**src/rtl/core/bce_pkg.sv**
```systemverilog
// ---------------------------------------------------------------------------
// Binary cross-entropy package
// Shared constants, types, controller codes and the log2 table builder.
// ---------------------------------------------------------------------------
`default_nettype none

package bce_pkg;

  // Item counter width and log table size.
  localparam int COUNT_BITS  = 20;
  localparam int LOG_BITS    = 10;
  localparam int LOG_ENTRIES = 1 << LOG_BITS;

  // Field widths.
  localparam int P_BITS     = 16;
  localparam int U_BITS     = 32;
  localparam int LOSS_BITS  = 21;
  localparam int GRAD_BITS  = 40;
  localparam int SUM_BITS   = 40;
  localparam int L2_BITS    = 20;
  localparam int NLN_BITS   = 20;
  localparam int PROD_BITS  = 64;
  localparam int DVD_BITS   = 64;
  localparam int DSR_BITS   = COUNT_BITS + 16;
  localparam int MUL_BITS   = 32;

  // Constants of the arithmetic.
  localparam logic [29:0]    LN2_Q30   = 30'd744261118;
  localparam logic [15:0]    ONE_Q15   = 16'd32768;
  localparam logic [14:0]    P_MAX     = 15'd32767;
  localparam logic [14:0]    P_MIN     = 15'd1;

  // Configuration register map.
  localparam int             ADDR_BITS         = 3;
  localparam logic [ADDR_BITS-1:0] REG_GRAD_ENABLE = 3'd0;

  // Result kinds.
  localparam logic KIND_FORWARD  = 1'b0;
  localparam logic KIND_BACKWARD = 1'b1;

  // Controller states.
  typedef enum logic [4:0] {
    ST_IDLE, ST_DECIDE,
    ST_LOG_A, ST_LN_A, ST_SAVE_A, ST_LOG_B, ST_LN_B, ST_SAVE_B,
    ST_MUL_YA, ST_MUL_YB, ST_ACCUM,
    ST_DIV_MEAN, ST_WAIT_MEAN, ST_OUT_LOSS,
    ST_DIV_QA, ST_WAIT_QA, ST_SAVE_QA,
    ST_DIV_QB, ST_WAIT_QB, ST_SAVE_QB,
    ST_MUL_G, ST_DIV_G, ST_WAIT_G, ST_OUT_GRAD
  } state_t;

  // Datapath commands.
  typedef enum logic [4:0] {
    OP_NOP, OP_LOAD, OP_LOG_A, OP_LOG_B, OP_LN_MUL, OP_SAVE_A, OP_SAVE_B,
    OP_MUL_YA, OP_MUL_YB, OP_ACCUM, OP_DIV_MEAN, OP_OUT_LOSS,
    OP_DIV_QA, OP_SAVE_QA, OP_DIV_QB, OP_SAVE_QB, OP_MUL_G, OP_DIV_G,
    OP_OUT_GRAD
  } op_t;

  // Status from the datapath side to the controller.
  typedef struct packed {
    logic kind;
    logic last;
    logic grad_enable;
    logic div_done;
    logic out_free;
  } status_t;

  typedef logic [L2_BITS-1:0] log_rom_t [LOG_ENTRIES];

  // log2(1 + idx/LOG_ENTRIES) in Q20 by repeated squaring.
  function automatic logic [L2_BITS-1:0] log2_entry(input int idx);
    logic [63:0]        v;
    logic [L2_BITS-1:0] r;
    v = (64'd1 << 30) + (64'(idx) << (30 - LOG_BITS));
    r = '0;
    for (int k = 0; k < L2_BITS; k++) begin
      v = (v * v) >> 30;
      r = {r[L2_BITS-2:0], 1'b0};
      if (v >= (64'd2 << 30)) begin
        v    = v >> 1;
        r[0] = 1'b1;
      end
    end
    return r;
  endfunction

  function automatic log_rom_t build_log_rom();
    log_rom_t t;
    for (int i = 0; i < LOG_ENTRIES; i++) begin
      t[i] = log2_entry(i);
    end
    return t;
  endfunction

endpackage

`default_nettype wire

```
**src/rtl/core/bce_div.sv**
```systemverilog
// ---------------------------------------------------------------------------
// Serial divider
// Restoring unsigned divider, one quotient bit per cycle.
// ---------------------------------------------------------------------------
`default_nettype none

module bce_div (
  input  wire logic                          clk,
  input  wire logic                          rst,
  input  wire logic                          start,
  input  wire logic [bce_pkg::DVD_BITS-1:0]  dividend,
  input  wire logic [bce_pkg::DSR_BITS-1:0]  divisor,
  output logic      [bce_pkg::DVD_BITS-1:0]  quotient,
  output logic                               done
);
  import bce_pkg::*;

  localparam int CNT_BITS = $clog2(DVD_BITS);

  logic                busy;
  logic [CNT_BITS-1:0] cnt;
  logic [DSR_BITS-1:0] rem;
  logic [DSR_BITS-1:0] dsr;
  logic [DVD_BITS-1:0] dvd;
  logic [DSR_BITS:0]   rem_sh;
  logic [DSR_BITS:0]   diff;

  // Shift in the next dividend bit and trial subtract.
  assign rem_sh = {rem, dvd[DVD_BITS-1]};
  assign diff   = rem_sh - {1'b0, dsr};

  always_ff @(posedge clk) begin
    if (rst) begin
      busy <= 1'b0;
      done <= 1'b0;
      cnt  <= '0;
    end else begin
      done <= 1'b0;
      if (start) begin
        busy <= 1'b1;
        cnt  <= '0;
      end else if (busy) begin
        cnt <= cnt + 1'b1;
        if (cnt == CNT_BITS'(DVD_BITS - 1)) begin
          busy <= 1'b0;
          done <= 1'b1;
        end
      end
    end
  end

  // Datapath of the divider.
  always_ff @(posedge clk) begin
    if (start) begin
      rem      <= '0;
      dsr      <= divisor;
      dvd      <= dividend;
      quotient <= '0;
    end else if (busy) begin
      dvd <= {dvd[DVD_BITS-2:0], 1'b0};
      if (!diff[DSR_BITS]) begin
        rem      <= diff[DSR_BITS-1:0];
        quotient <= {quotient[DVD_BITS-2:0], 1'b1};
      end else begin
        rem      <= rem_sh[DSR_BITS-1:0];
        quotient <= {quotient[DVD_BITS-2:0], 1'b0};
      end
    end
  end

endmodule

`default_nettype wire

```
**config.mk**
```make
export PLATFORM = sky130hd
export DESIGN_NAME = bce_div
export DESIGN_NICKNAME = d
export VERILOG_FILES = /design/src/rtl/core/bce_pkg.sv /design/src/rtl/core/bce_div.sv
export SDC_FILE = /design/constraint.sdc
export NUM_CORES = 1
export LEC_CHECK = 0
export ABC_AREA = 0
export BUFFER_PORTS_ARGS = -buffer_cell sky130_fd_sc_hd__clkbuf_2
export CAP_MARGIN = 5
export CORE_MARGIN = 1.5
export CORE_UTILIZATION = 55
export CTS_BUF_LIST = sky130_fd_sc_hd__clkbuf_2
export CTS_CLUSTER_SIZE = 25
export DETAILED_ROUTE_END_ITERATION = 16
export GPL_ROUTABILITY_DRIVEN = 0
export PLACE_DENSITY = 0.85
export SLEW_MARGIN = 5
export SYNTH_ARGS = -nofsm -noshare
export SYNTH_HDL_FRONTEND = slang
export SYNTH_SLANG_ARGS = --single-unit
export TNS_END_PERCENT = 5
```
**constraint.sdc**
```tcl
create_clock -name clk -period 4.6 [get_ports clk]
set_input_delay 0.46 -clock clk [delete_from_list [all_inputs] [get_ports clk]]
set_output_delay 0.46 -clock clk [all_outputs]
set_load 0.03 [all_outputs]
```
Yosys cells after proc, flatten, opt, wreduce, memory -nomap -nowiden

Index checks and enable logic that the tools add are counted.

Flip-flop bits (word level): 208
Input bits: 103
Output and inout port bits: 65
Word-level logic and storage cells: 22

$add $sub $neg: 2
Equality and inequality tests: 1
Multiplexer cells: 8
Bitwise gates (word level): 1
Reduce and logical (&&, ||, !) cells: 3

Operator list:

| operator                                     | count |
|---|---|
| 2-to-1 mux 64 bit                            | 2 |
| subtractor 37 x 36 -> 37 bit                 | 1 |
| 2-to-1 mux 36 bit                            | 1 |
| adder 6 x 1 -> 6 bit (second input constant) | 1 |
| equality test 6 bit (second input constant)  | 1 |
| 2-to-1 mux 1 bit                             | 5 |
| OR reduction 3 bit                           | 1 |
| nonzero test 2 bit                           | 1 |
| OR reduction 2 bit                           | 1 |
| NOT 1 bit                                    | 1 |

Logic depth before layout (Yosys ltp)

Gate-level depths: netlist of run 1.

Word-level depth: 4
Mapped depth: 14
Depth with buffers taken out: 13

Least setup slack after synthesis of run 1

OpenSTA, ideal clock, no wires.

Kind: register to register
Start point: reg dvd[63]
End point: reg rem[0]
Library setup time: 0.086 ns
Data arrival time: 3.008 ns
Data required time: 4.514 ns
Path slack: 1.507 ns
Cell stages (with the launch flop): 14
Path buffers: 0
Period minus slack after synthesis: 3.093 ns
Cell sequence: edfxtp_1 > inv_1 > ha_1 > inv_1 > fa_1 > a211oi_1 > o211ai_1 > a32oi_1 > nand2_2 > a41oi_4 > o31ai_4 > xnor2_2 > mux2_2 > a211oi_1

Longest elaborated chain between the ends: 2

Ends and longest elaborated chain:

| element                      | RTL line      | text |
|---|---|---|
| from (decl)                  | bce_div.sv:24 | `logic [DVD_BITS-1:0] dvd;` |
| from (signal assigned)       | bce_div.sv:57 | `dvd <= dividend;` |
| from (signal assigned)       | bce_div.sv:60 | `dvd <= {dvd[DVD_BITS-2:0], 1'b0};` |
| subtractor 37 x 36 -> 37 bit | bce_div.sv:30 | `assign diff = rem_sh - {1'b0, dsr};` |
| 2-to-1 mux 36 bit *          | bce_div.sv:61 | `if (!diff[DSR_BITS]) begin` |
| to (signal assigned)         | bce_div.sv:62 | `rem <= diff[DSR_BITS-1:0];` |
| to (signal assigned)         | bce_div.sv:65 | `rem <= rem_sh[DSR_BITS-1:0];` |
| to (decl)                    | bce_div.sv:22 | `logic [DSR_BITS-1:0] rem;` |

Every way passes the cells marked *; elsewhere a longest branch is shown, timed or not.
A chain may end at the register's enable or synchronous reset.

Worst setup path in the final report of run 1

Start point: reg dvd[63]
End point: reg rem[4]

Longest elaborated chain between the ends: 2

Ends and longest elaborated chain:

| element                      | RTL line |
|---|---|
| subtractor 37 x 36 -> 37 bit | bce_div.sv:30 |
| 2-to-1 mux 36 bit            | bce_div.sv:61 |

Every way passes these cells.

==> results of run 1 <==
==> final timing paths <==
kind,startpoint,to
worst min register to register,cnt[5],cnt[5]
worst max register to register,dvd[63],rem[4]
worst min-delay path,start,rem[33]
worst max-delay path,dvd[63],rem[4]
==> where the power goes <==
part / internal, W / switching [W]
clock: 0.000506 / 0.000816
sequential: 0.00208 / 0.0000706
combinational: 0.000410 / 0.000437
==> Yosys cell counts (4+ instances only) <==
master / instances
buf_2: 4
clkbuf_1: 34
or3_1: 4
dfxtp_1: 108
nor2b_1: 6
a31oi_1: 7
nand3_1: 8
a21oi_1: 32
and3_1: 5
a311oi_1: 5
a211oi_1: 30
ha_1: 37
a21o_1: 15
o211ai_1: 4
mux2_2: 67
xor2_1: 17
inv_1: 49
and2_1: 4
nor2_1: 122
edfxtp_1: 100
xnor2_1: 17
mux2i_1: 94
o21bai_1: 4
o22ai_1: 4
nand2_1: 34
o21ai_0: 20
nand4_1: 8
==> cell families (layout without fill, tap and decap cells) <==
kind of cell | Yosys count | count (layout) | synth area share (%)
simple gates | 209 | 209 | 9.24
flops | 208 | 208 | 51.7
mux | 161 | 161 | 17.0
compound gates | 145 | 145 | 10.1
buf+inv | 93 | 421 | 3.77
fa+ha+maj | 38 | 38 | 4.83
xor+xnor | 36 | 36 | 3.42
other cells | 0 | 4 | 0
==> state kept, by name, indices dropped and copies added, names as in the netlist <==
signal	count
busy	1
done	1
quotient	64
cnt	6
dsr	36
rem	36
dvd	64
==> area by class of cell <==
type / instances / area (sq um) / share of cell area, %
flip-flops and latches: 208 / 5170 / 41.3
multi-input cells: 589 / 4450 / 35.6
repair buffers: 274 / 1910 / 15.3
clock buffers: 74 / 370 / 2.96
well taps: 229 / 287 / 2.29
inverters: 49 / 184 / 1.47
clock inverters: 24 / 133 / 1.06
diodes: 4 / 10.0 / 0.0800
==> critical path, stage by stage (launching register included) <==
cell and delay (ps):
edfxtp_1 370, inv_1 70, ha_1 160, inv_1 60, fa_1 420, a211oi_1 270
o211ai_1 150, a32oi_1 220, nand2_2 130, a41oi_4 330, o31ai_4 150, xor2_4 500
buf_4 330, mux2i_1 330, a211oi_1 130
==> stage by stage <==
| stage | setup WS [ps] | area, sq um | hold WS [ps] | std cells | utilization (%) |
|---|---|---|---|---|---|
| CTS | 881 | 12500 | 1.86 | 1447 | 69.9 |
| global route | 497 | 12500 | 57.7 | 1451 | 69.9 |
| global placement | 1080 | 11000 | 469 | 1248 | 61.4 |
| floorplan | 1510 | 9990 | 454 | 890 | - |
| detailed placement | 937 | 11000 | 487 | 1248 | 61.4 |
| finish | 738 | 12500 | 84.4 | 1451 | 69.9 |
==> layer usage <==
metal	GRT usage, %	vias to the layer above
li1	-	3825
met1	29.4	3695
met2	42.1	264
met3	7.21	52
met4	9.61	0
met5	0	-
==> repair_timing <==
| action | 4_1_cts | 5_1_grt |
|---|---|---|
| hold endpoints to repair | 108 | 0 |
| hold buffers | 101 | 0 |
| endpoints found under the setup margin | 0 | 0 |
==> key figures, run 1 <==
Routing
  • Met2 wire length: 11.4 mm
  • Wl on met1: 9.57 mm
  • ANT nets after route: 0
  • Routed WL per cell: 16.1 um
  • DRC viols: 0
  • Total number of vias: 7836
  • DR WL met3: 1.75 mm
  • Routed vias/inst: 5.40
  • DRT Pass-1 Iters: 5
  • Initial drt markers: 495
  • Detailed Route WL: 23.3 mm
  • Topmost layer with routed signal wires: met4

Synth
  • Main synth FF type: dfxtp_1
  • Ys async rst share: 0%
  • Mapped Area: 0.00999 sq mm
  • Yosys reg bits: 208
  • Post-synth EDFFs: 100
  • Cell variety after synth: 61
  • Ys Warns: 0
  • Register area share after synthesis: 51.7%
  • Top post-synthesis cells by area: edfxtp_1, dfxtp_1, mux2i_1
  • Yosys top cell area share: 30.1%
  • Largest area contributor in the netlist: edfxtp_1
  • Net Count, Synth: 1031
  • Mapped Avg Cell Area: 11.2 sq um
  • Cells after Synth: 890

Clocking
  • PostCTS Resize Cnt: 0
  • Clock latency on the worst-skew pair: 860 ps
  • Clock Path Buffers: 3
  • Post-CTS setup buffers: 0
  • Root Driver: clkbuf_2
  • Clock Sinks: 208
  • CTS tree: yes
  • TritonCTS Buffers: 52
  • Worst-path clk slew: 120 ps
  • H-tree depth: 2

Floorplan
  • # IOs: 168
  • Core box area: 0.0179 sq mm
  • FP Rows: 49
  • Die width: 138 um
  • Initial Util: 55.8%
  • Die ar.: 0.0190 sq mm
  • Die height: 138 um

Layout
  • Most frequent cells in the layout: clkbuf_2, nor2_1, dfxtp_1, dlygate4sd3_1, edfxtp_1
  • Commonest non-fill, non-tap cell in the layout: clkbuf_2
  • Nets: 1315
  • Area growth, synth to finish: 25.3%
  • Layout cell share with drive strength beyond 1: 27.3%
  • Fill cell count: 1282

Setup path
  • Worst setup SP type: register
  • FF-to-FF setup slack: 740 ps
  • Worst-path maximum fanout: 12
  • CP endpoint kind: register
  • FF-to-FF path depth: 14
  • Arrival @ worst endpoint: 4480 ps
  • Worst Path Required: 5220 ps
  • Crit path kind: reg -> reg

Pwr
  • Power density over cell area: 345 mW/mm^2
  • Post-layout power: 0.00431 W
  • VDD IR max: 0.000329 V
  • Leakage power total: 5.44 nW

GRT
  • Total gr overflow: 0
  • Tot GR Track Use: 24.7%
  • Largest net degree at the start of global routing: 202
  • Vias in the first global route: 7723
  • First-pass GRT wire length: 36.8 mm
  • Antenna violations before repair: 4

Timing
  • Setup Skew: 83.8 ps
  • Tcrit/Tclk final: 84.0%
  • Slew margin rel.: 30.2%
  • Final setup fails: 0
  • Achievable frequency: 0.259 GHz
  • Worst-Margin Slew: 1050 ps
  • Slew Limit Fails: 0
  • Setup tns final: 0 ps
  • Period minus WS final: 3860 ps
  • RSZ-0062 raised after global routing: false
  • Final hold violations: 0

Placement
  • Port bufs: 167
  • HPWL after DPL: 13.6 mm

Run status
  • Status: complete, no violations

Hold path
  • Hold Path Stages: 4
  • Hold Path Class: in -> reg

Flow run
  • Max-Cap Viols: 0
No activity file was read; power rests on OpenSTA's default activity.
==> run 2, diff against run 1 <==
--- a/config.mk
+++ b/config.mk
@@ -9,12 +9,12 @@
 export BUFFER_PORTS_ARGS = -buffer_cell sky130_fd_sc_hd__clkbuf_2
 export CAP_MARGIN = 5
 export CORE_MARGIN = 1.5
-export CORE_UTILIZATION = 55
+export CORE_UTILIZATION = 53
 export CTS_BUF_LIST = sky130_fd_sc_hd__clkbuf_2
 export CTS_CLUSTER_SIZE = 25
 export DETAILED_ROUTE_END_ITERATION = 16
 export GPL_ROUTABILITY_DRIVEN = 0
-export PLACE_DENSITY = 0.85
+export PLACE_DENSITY = 0.86
 export SLEW_MARGIN = 5
 export SYNTH_ARGS = -nofsm -noshare
 export SYNTH_HDL_FRONTEND = slang
==> constraint.sdc (replaced) <==
create_clock -name clk -period 3.25 [get_ports clk]
set_input_delay 0.325 -clock clk [delete_from_list [all_inputs] [get_ports clk]]
set_output_delay 0.325 -clock clk [all_outputs]
set_load 0.03 [all_outputs]
==> key figures, run 2 (same netlist as run 1, synthesis figures left out) <==
Routing
  • DRC viols: 0
  • Initial drt markers: 418
  • Met2 wire length: 12.6 mm
  • DRT Pass-1 Iters: 5
  • Routed vias/inst: 5.41
  • Topmost layer with routed signal wires: met4
  • Total number of vias: 7943
  • ANT nets after route: 0
  • Wl on met1: 10.1 mm
  • DR WL met3: 1.54 mm
  • Routed WL per cell: 16.9 um
  • Detailed Route WL: 24.8 mm

Hold path
  • Hold Path Class: in -> reg
  • Hold Path Stages: 2

GRT
  • Largest net degree at the start of global routing: 79
  • First-pass GRT wire length: 38.6 mm
  • Total gr overflow: 0
  • Vias in the first global route: 7978
  • Tot GR Track Use: 24.3%
  • Antenna violations before repair: 1

Timing
  • Period minus WS final: 3160 ps
  • Worst-Margin Slew: 864 ps
  • Setup Skew: 88.3 ps
  • Final setup fails: 0
  • RSZ-0062 raised after global routing: true
  • Setup WS post-layout: 93.4 ps
  • Slew Limit Fails: 0
  • Tcrit/Tclk final: 97.1%
  • Slew margin rel.: 42.4%
  • Achievable frequency: 0.317 GHz
  • Final hold violations: 0

Setup path
  • Reg2reg end: rem[23]
  • CP max stage delay: 460 ps
  • CP endpoint kind: register
  • Worst Path Required: 3910 ps
  • Critical Path Sink: rem[23]
  • Worst setup SP type: register
  • FF-to-FF setup slack: 90 ps
  • Worst-path maximum fanout: 4
  • Crit path kind: reg -> reg
  • Arrival @ worst endpoint: 3810 ps
  • CP max stage cell: o41ai_1
  • Critical Path Start: dsr[1]
  • Crit path cell chain: inv_1 -> ha_1 -> nor2b_1 -> o2111ai_1 -> a31oi_1 -> or3_1 -> a21oi_1 -> o21bai_1 -> and4b_1 -> o41ai_1 -> a311oi_1
  • FF-to-FF path depth: 11
  • Worst r2r src: dsr[1]

Floorplan
  • Die height: 140 um
  • Die width: 140 um
  • FP Rows: 50
  • Die ar.: 0.0197 sq mm
  • # IOs: 168
  • Core box area: 0.0186 sq mm
  • Initial Util: 53.8%

Clocking
  • TritonCTS Buffers: 52
  • Clock Sinks: 208
  • H-tree depth: 2
  • Clock Path Buffers: 3
  • CTS tree: yes
  • Clock latency on the worst-skew pair: 870 ps
  • Worst-path clk slew: 110 ps
  • Root Driver: clkbuf_2

Placement
  • Port bufs: 167
  • HPWL after DPL: 14.2 mm
  • Pre-CTS WS: -26.2 ps
  • Area after DPL: 0.0111 sq mm

Layout
  • Most frequent cells in the layout: clkbuf_2, nor2_1, dfxtp_1, dlygate4sd3_1, edfxtp_1
  • Commonest non-fill, non-tap cell in the layout: clkbuf_2
  • Area growth, synth to finish: 27.7%
  • Layout cell share with drive strength beyond 1: 28.7%
  • Nets: 1334
  • Final Core Density: 68.7%
  • Post-route design area: 0.0128 sq mm
  • Largest registers: dvd x64, quotient x64

Pwr
  • Sw Share: 31.0%
  • Power density over cell area: 487 mW/mm^2
  • Net switching power: 0.00193 W
  • Combinational Power Share: 21.3%
  • Post-layout power: 0.00622 W
  • Pint: 0.00429 W
  • Leakage power total: 5.54 nW
  • Seq pwr share: 48.8%
  • Clock power share: 29.9%
  • VDD IR max: 0.000330 V

Flow run
  • Max-Cap Viols: 0

Run status
  • Status: complete, no violations
[run 2: cell types whose count changed in the layout (fill, tap and decap cells not counted), moves of 3 or more]
| cell | before | now |
|---|---|---|
| buf_12 | 1 | 5 |
| buf_4 | 5 | 17 |
| clkinv_2 | 3 | 0 |
| diode_2 | 4 | 1 |
[run 2: repair_timing]
action,in CTS,in global routing
setup endpoints to repair,14,37
gates resized for setup,1,16
pin swaps,0,19
endpoints found under the hold margin,120,0
hold buffers,102,0
setup buffers,0,9
[run 2: layout make-up]
type,instances,area (sq um)
antenna,1,2.50
timing repair buffer,293,2110
clock inverter,23,123
fill,1340,5820
sequential,208,5170
clock buffer,72,360
inverter,49,184
tap,234,293
multi-input combinational,589,4520
[run 2: through the flow]
step / hold slack, ps / TNS [ps] / std cells
floorplan: 397 / 0 / 890
global placement: 467 / 0 / 1262
detailed placement: 492 / -40.0 / 1262
CTS: 93.0 / -12.2 / 1459
global route: 127 / -786 / 1469
finish: 181 / 0 / 1469
[run 2: worst min path at each step]
stage | from | endpoint | slack, ps
floorplan | rst | busy | 400
global placement | cnt[5] | cnt[5] | 470
detailed placement | rst | busy | 490
CTS | divisor[30] | dsr[30] | 90
global route | rst | busy | 130
finish | divisor[31] | dsr[31] | 180
[run 2: power by group through the flow]
stage | combinational (W) | clock [W] | sequential, W
global route | 0.00144 | 0.00201 | 0.00305
CTS | 0.00122 | 0.00186 | 0.00302
detailed placement | 0.00112 | 0 | 0.00308
floorplan | 0.000866 | 0 | 0.00305
global placement | 0.00109 | 0 | 0.00308
finish | 0.00132 | 0.00186 | 0.00304
[run 2: critical path: cells and delay by family (launching register included)]
family                   cells  cell delay, ps
AO/OA/AOI/OAI                6            1530
adder cells (fa/ha/maj)      1             230
buffers and inverters        1             100
flip-flops                   1             370
AND/OR/NAND/NOR              3             760
[run 2: per-layer routing]
layer,global-route usage (%),up-vias
met5,0,-
met4,8.70,0
met3,6.05,59
met2,43.5,281
met1,28.2,3742
li1,-,3861
==> run 3, diff against run 2 <==
--- a/config.mk
+++ b/config.mk
@@ -9,12 +9,14 @@
 export BUFFER_PORTS_ARGS = -buffer_cell sky130_fd_sc_hd__clkbuf_2
 export CAP_MARGIN = 5
 export CORE_MARGIN = 1.5
-export CORE_UTILIZATION = 53
+export CORE_UTILIZATION = 55
 export CTS_BUF_LIST = sky130_fd_sc_hd__clkbuf_2
+export CTS_CLUSTER_DIAMETER = 40
 export CTS_CLUSTER_SIZE = 25
 export DETAILED_ROUTE_END_ITERATION = 16
 export GPL_ROUTABILITY_DRIVEN = 0
-export PLACE_DENSITY = 0.86
+export MAX_ROUTING_LAYER = met4
+export PLACE_DENSITY = 0.85
 export SLEW_MARGIN = 5
 export SYNTH_ARGS = -nofsm -noshare
 export SYNTH_HDL_FRONTEND = slang
==> constraint.sdc (replaced) <==
create_clock -name clk -period 3.3 [get_ports clk]
set_input_delay 0.33 -clock clk [delete_from_list [all_inputs] [get_ports clk]]
set_output_delay 0.33 -clock clk [all_outputs]
set_load 0.03 [all_outputs]
==> key figures, run 3 (same netlist as run 1, synthesis figures left out) <==
Floorplan
  • Core box area: 0.0179 sq mm
  • Initial Util: 55.8%
  • Die height: 138 um
  • # IOs: 168
  • Die width: 138 um
  • FP Rows: 49
  • Die ar.: 0.0190 sq mm

Timing
  • Setup Skew: 126 ps
  • RSZ-0062 raised after global routing: true
  • Final hold violations: 0
  • Slew margin rel.: 56.9%
  • Tcrit/Tclk final: 105%
  • Worst-Margin Slew: 646 ps
  • Slew Limit Fails: 0
  • Achievable frequency: 0.289 GHz
  • Period minus WS final: 3450 ps
  • Setup tns final: -605 ps
  • Setup WS post-layout: -154 ps
  • Final setup fails: 13

Clocking
  • CTS tree: yes
  • H-tree depth: 1
  • Root Driver: clkbuf_2
  • Clock latency on the worst-skew pair: 900 ps
  • Clock Path Buffers: 3
  • TritonCTS Buffers: 31
  • Clock Sinks: 208
  • Worst-path clk slew: 210 ps

Layout
  • Area growth, synth to finish: 28.1%
  • Most frequent cells in the layout: clkbuf_2, nor2_1, dfxtp_1, dlygate4sd3_1, edfxtp_1
  • Area of the multi-input gates: 0.00455 sq mm
  • Final Core Density: 71.5%
  • Commonest non-fill, non-tap cell in the layout: clkbuf_2
  • Layout cell share with drive strength beyond 1: 28.9%
  • Largest registers: dvd x64, quotient x64
  • Register area: 0.00517 sq mm
  • Fill cell count: 1241
  • Nets: 1317

GRT
  • First-pass GRT wire length: 38.9 mm
  • Tot GR Track Use: 26.9%
  • Total gr overflow: 0
  • Vias in the first global route: 7871
  • Antenna violations before repair: 2
  • Largest net degree at the start of global routing: 81

Setup path
  • CP max stage cell: edfxtp_1
  • CP max stage delay: 440 ps
  • Worst-path maximum fanout: 8
  • Arrival @ worst endpoint: 4130 ps
  • Crit path kind: reg -> reg
  • Crit path cell chain: inv_2 -> ha_4 -> inv_2 -> fa_2 -> a211oi_2 -> o211ai_1 -> a32oi_1 -> nand2_2 -> a41oi_4 -> o31ai_4 -> xor2_4 -> buf_12 -> buf_12 -> buf_8 -> mux2i_1 -> a211oi_2
  • CP endpoint kind: register
  • FF-to-FF setup slack: -150 ps
  • Crit path max-delay family: compound AO/OA/AOI/OAI gates
  • Reg2reg end: rem[1]
  • FF-to-FF path depth: 16
  • Worst Path Required: 3980 ps
  • CP bufs+invs: 5
  • Worst setup SP type: register
  • Crit path depth: 16
  • Worst r2r src: dvd[63]

Placement
  • Port bufs: 167
  • HPWL after DPL: 14.5 mm

Routing
  • ANT nets after route: 0
  • Total number of vias: 7939
  • Routed vias/inst: 5.54
  • Initial drt markers: 572
  • DRC viols: 0
  • Routed WL per cell: 17.8 um
  • Detailed Route WL: 25.5 mm
  • DRT Pass-1 Iters: 5

Hold path
  • Worst Hold End: dsr[33]
  • Hold Path Stages: 2
  • Worst hold path startpoint: divisor[33]
  • Hold Path Class: in -> reg

Flow run
  • Max-Cap Viols: 0

Run status
  • Status: finished with violations
  • Violated checks: negative setup slack

Pwr
  • Power density over cell area: 472 mW/mm^2
  • Leakage power total: 5.48 nW
  • VDD IR max: 0.000380 V
-- run 3: cell type report --
class,count,share of cell area [%]
inverters,49,1.44
diodes,3,0.0587
clock inverters,21,1.77
repair buffers,297,17.1
multi-input cells,589,35.6
clock buffers,37,1.45
well taps,229,2.24
flip-flops and latches,208,40.4
-- run 3: what timing repair did --
item | 4_1_cts | 5_1_grt
setup buffers | 3 | 9
pin swaps | 12 | 29
endpoints found under the setup margin | 30 | 36
resized for setup | 2 | 26
hold buffers | 105 | 0
gates cloned | 1 | 0
hold endpoints to repair | 146 | 0
-- run 3: worst max-delay path by stage --
stage	endpoint	start	slack, ps
detailed placement	rem[15]	dvd[63]	80
floorplan	rem[0]	dvd[63]	210
global route	rem[1]	dvd[63]	-320
finish	rem[1]	dvd[63]	-150
global placement	rem[11]	dsr[29]	220
CTS	rem[28]	dvd[63]	8
-- run 3: stage by stage --
stage          worst slack, ps  hold WS, ps  cell area, sq um  instances  total power (W)
6_report                  -154          144             12800       1433          0.00604
5_1_grt                   -319         46.6             12800       1432          0.00629
4_1_cts                   8.12         45.9             12600       1421          0.00593
3_5_place_dp              82.3          492             11100       1254          0.00414
3_3_place_gp               220          470             11100       1254          0.00410
2_1_floorplan              207          402              9990        890          0.00386
-- run 3: power breakdown --
group	total, W	leakage (nW)	internal [W]	switching [W]
logic	0.00138	3.35	0.000673	0.000706
registers	0.00299	1.87	0.00290	0.0000911
clock network	0.00167	0.257	0.000558	0.00111
total	0.00604	5.48	0.00413	0.00191
-- run 3: routing by layer --
metal / global-route usage, % / vias up / routed length, um
li1: - / 3796 / -
met5: - / - / 0
met1: 32.2 / 3748 / 10400
met3: 5.19 / 80 / 1610
met2: 45.0 / 315 / 12500
met4: 10.1 / 0 / 921
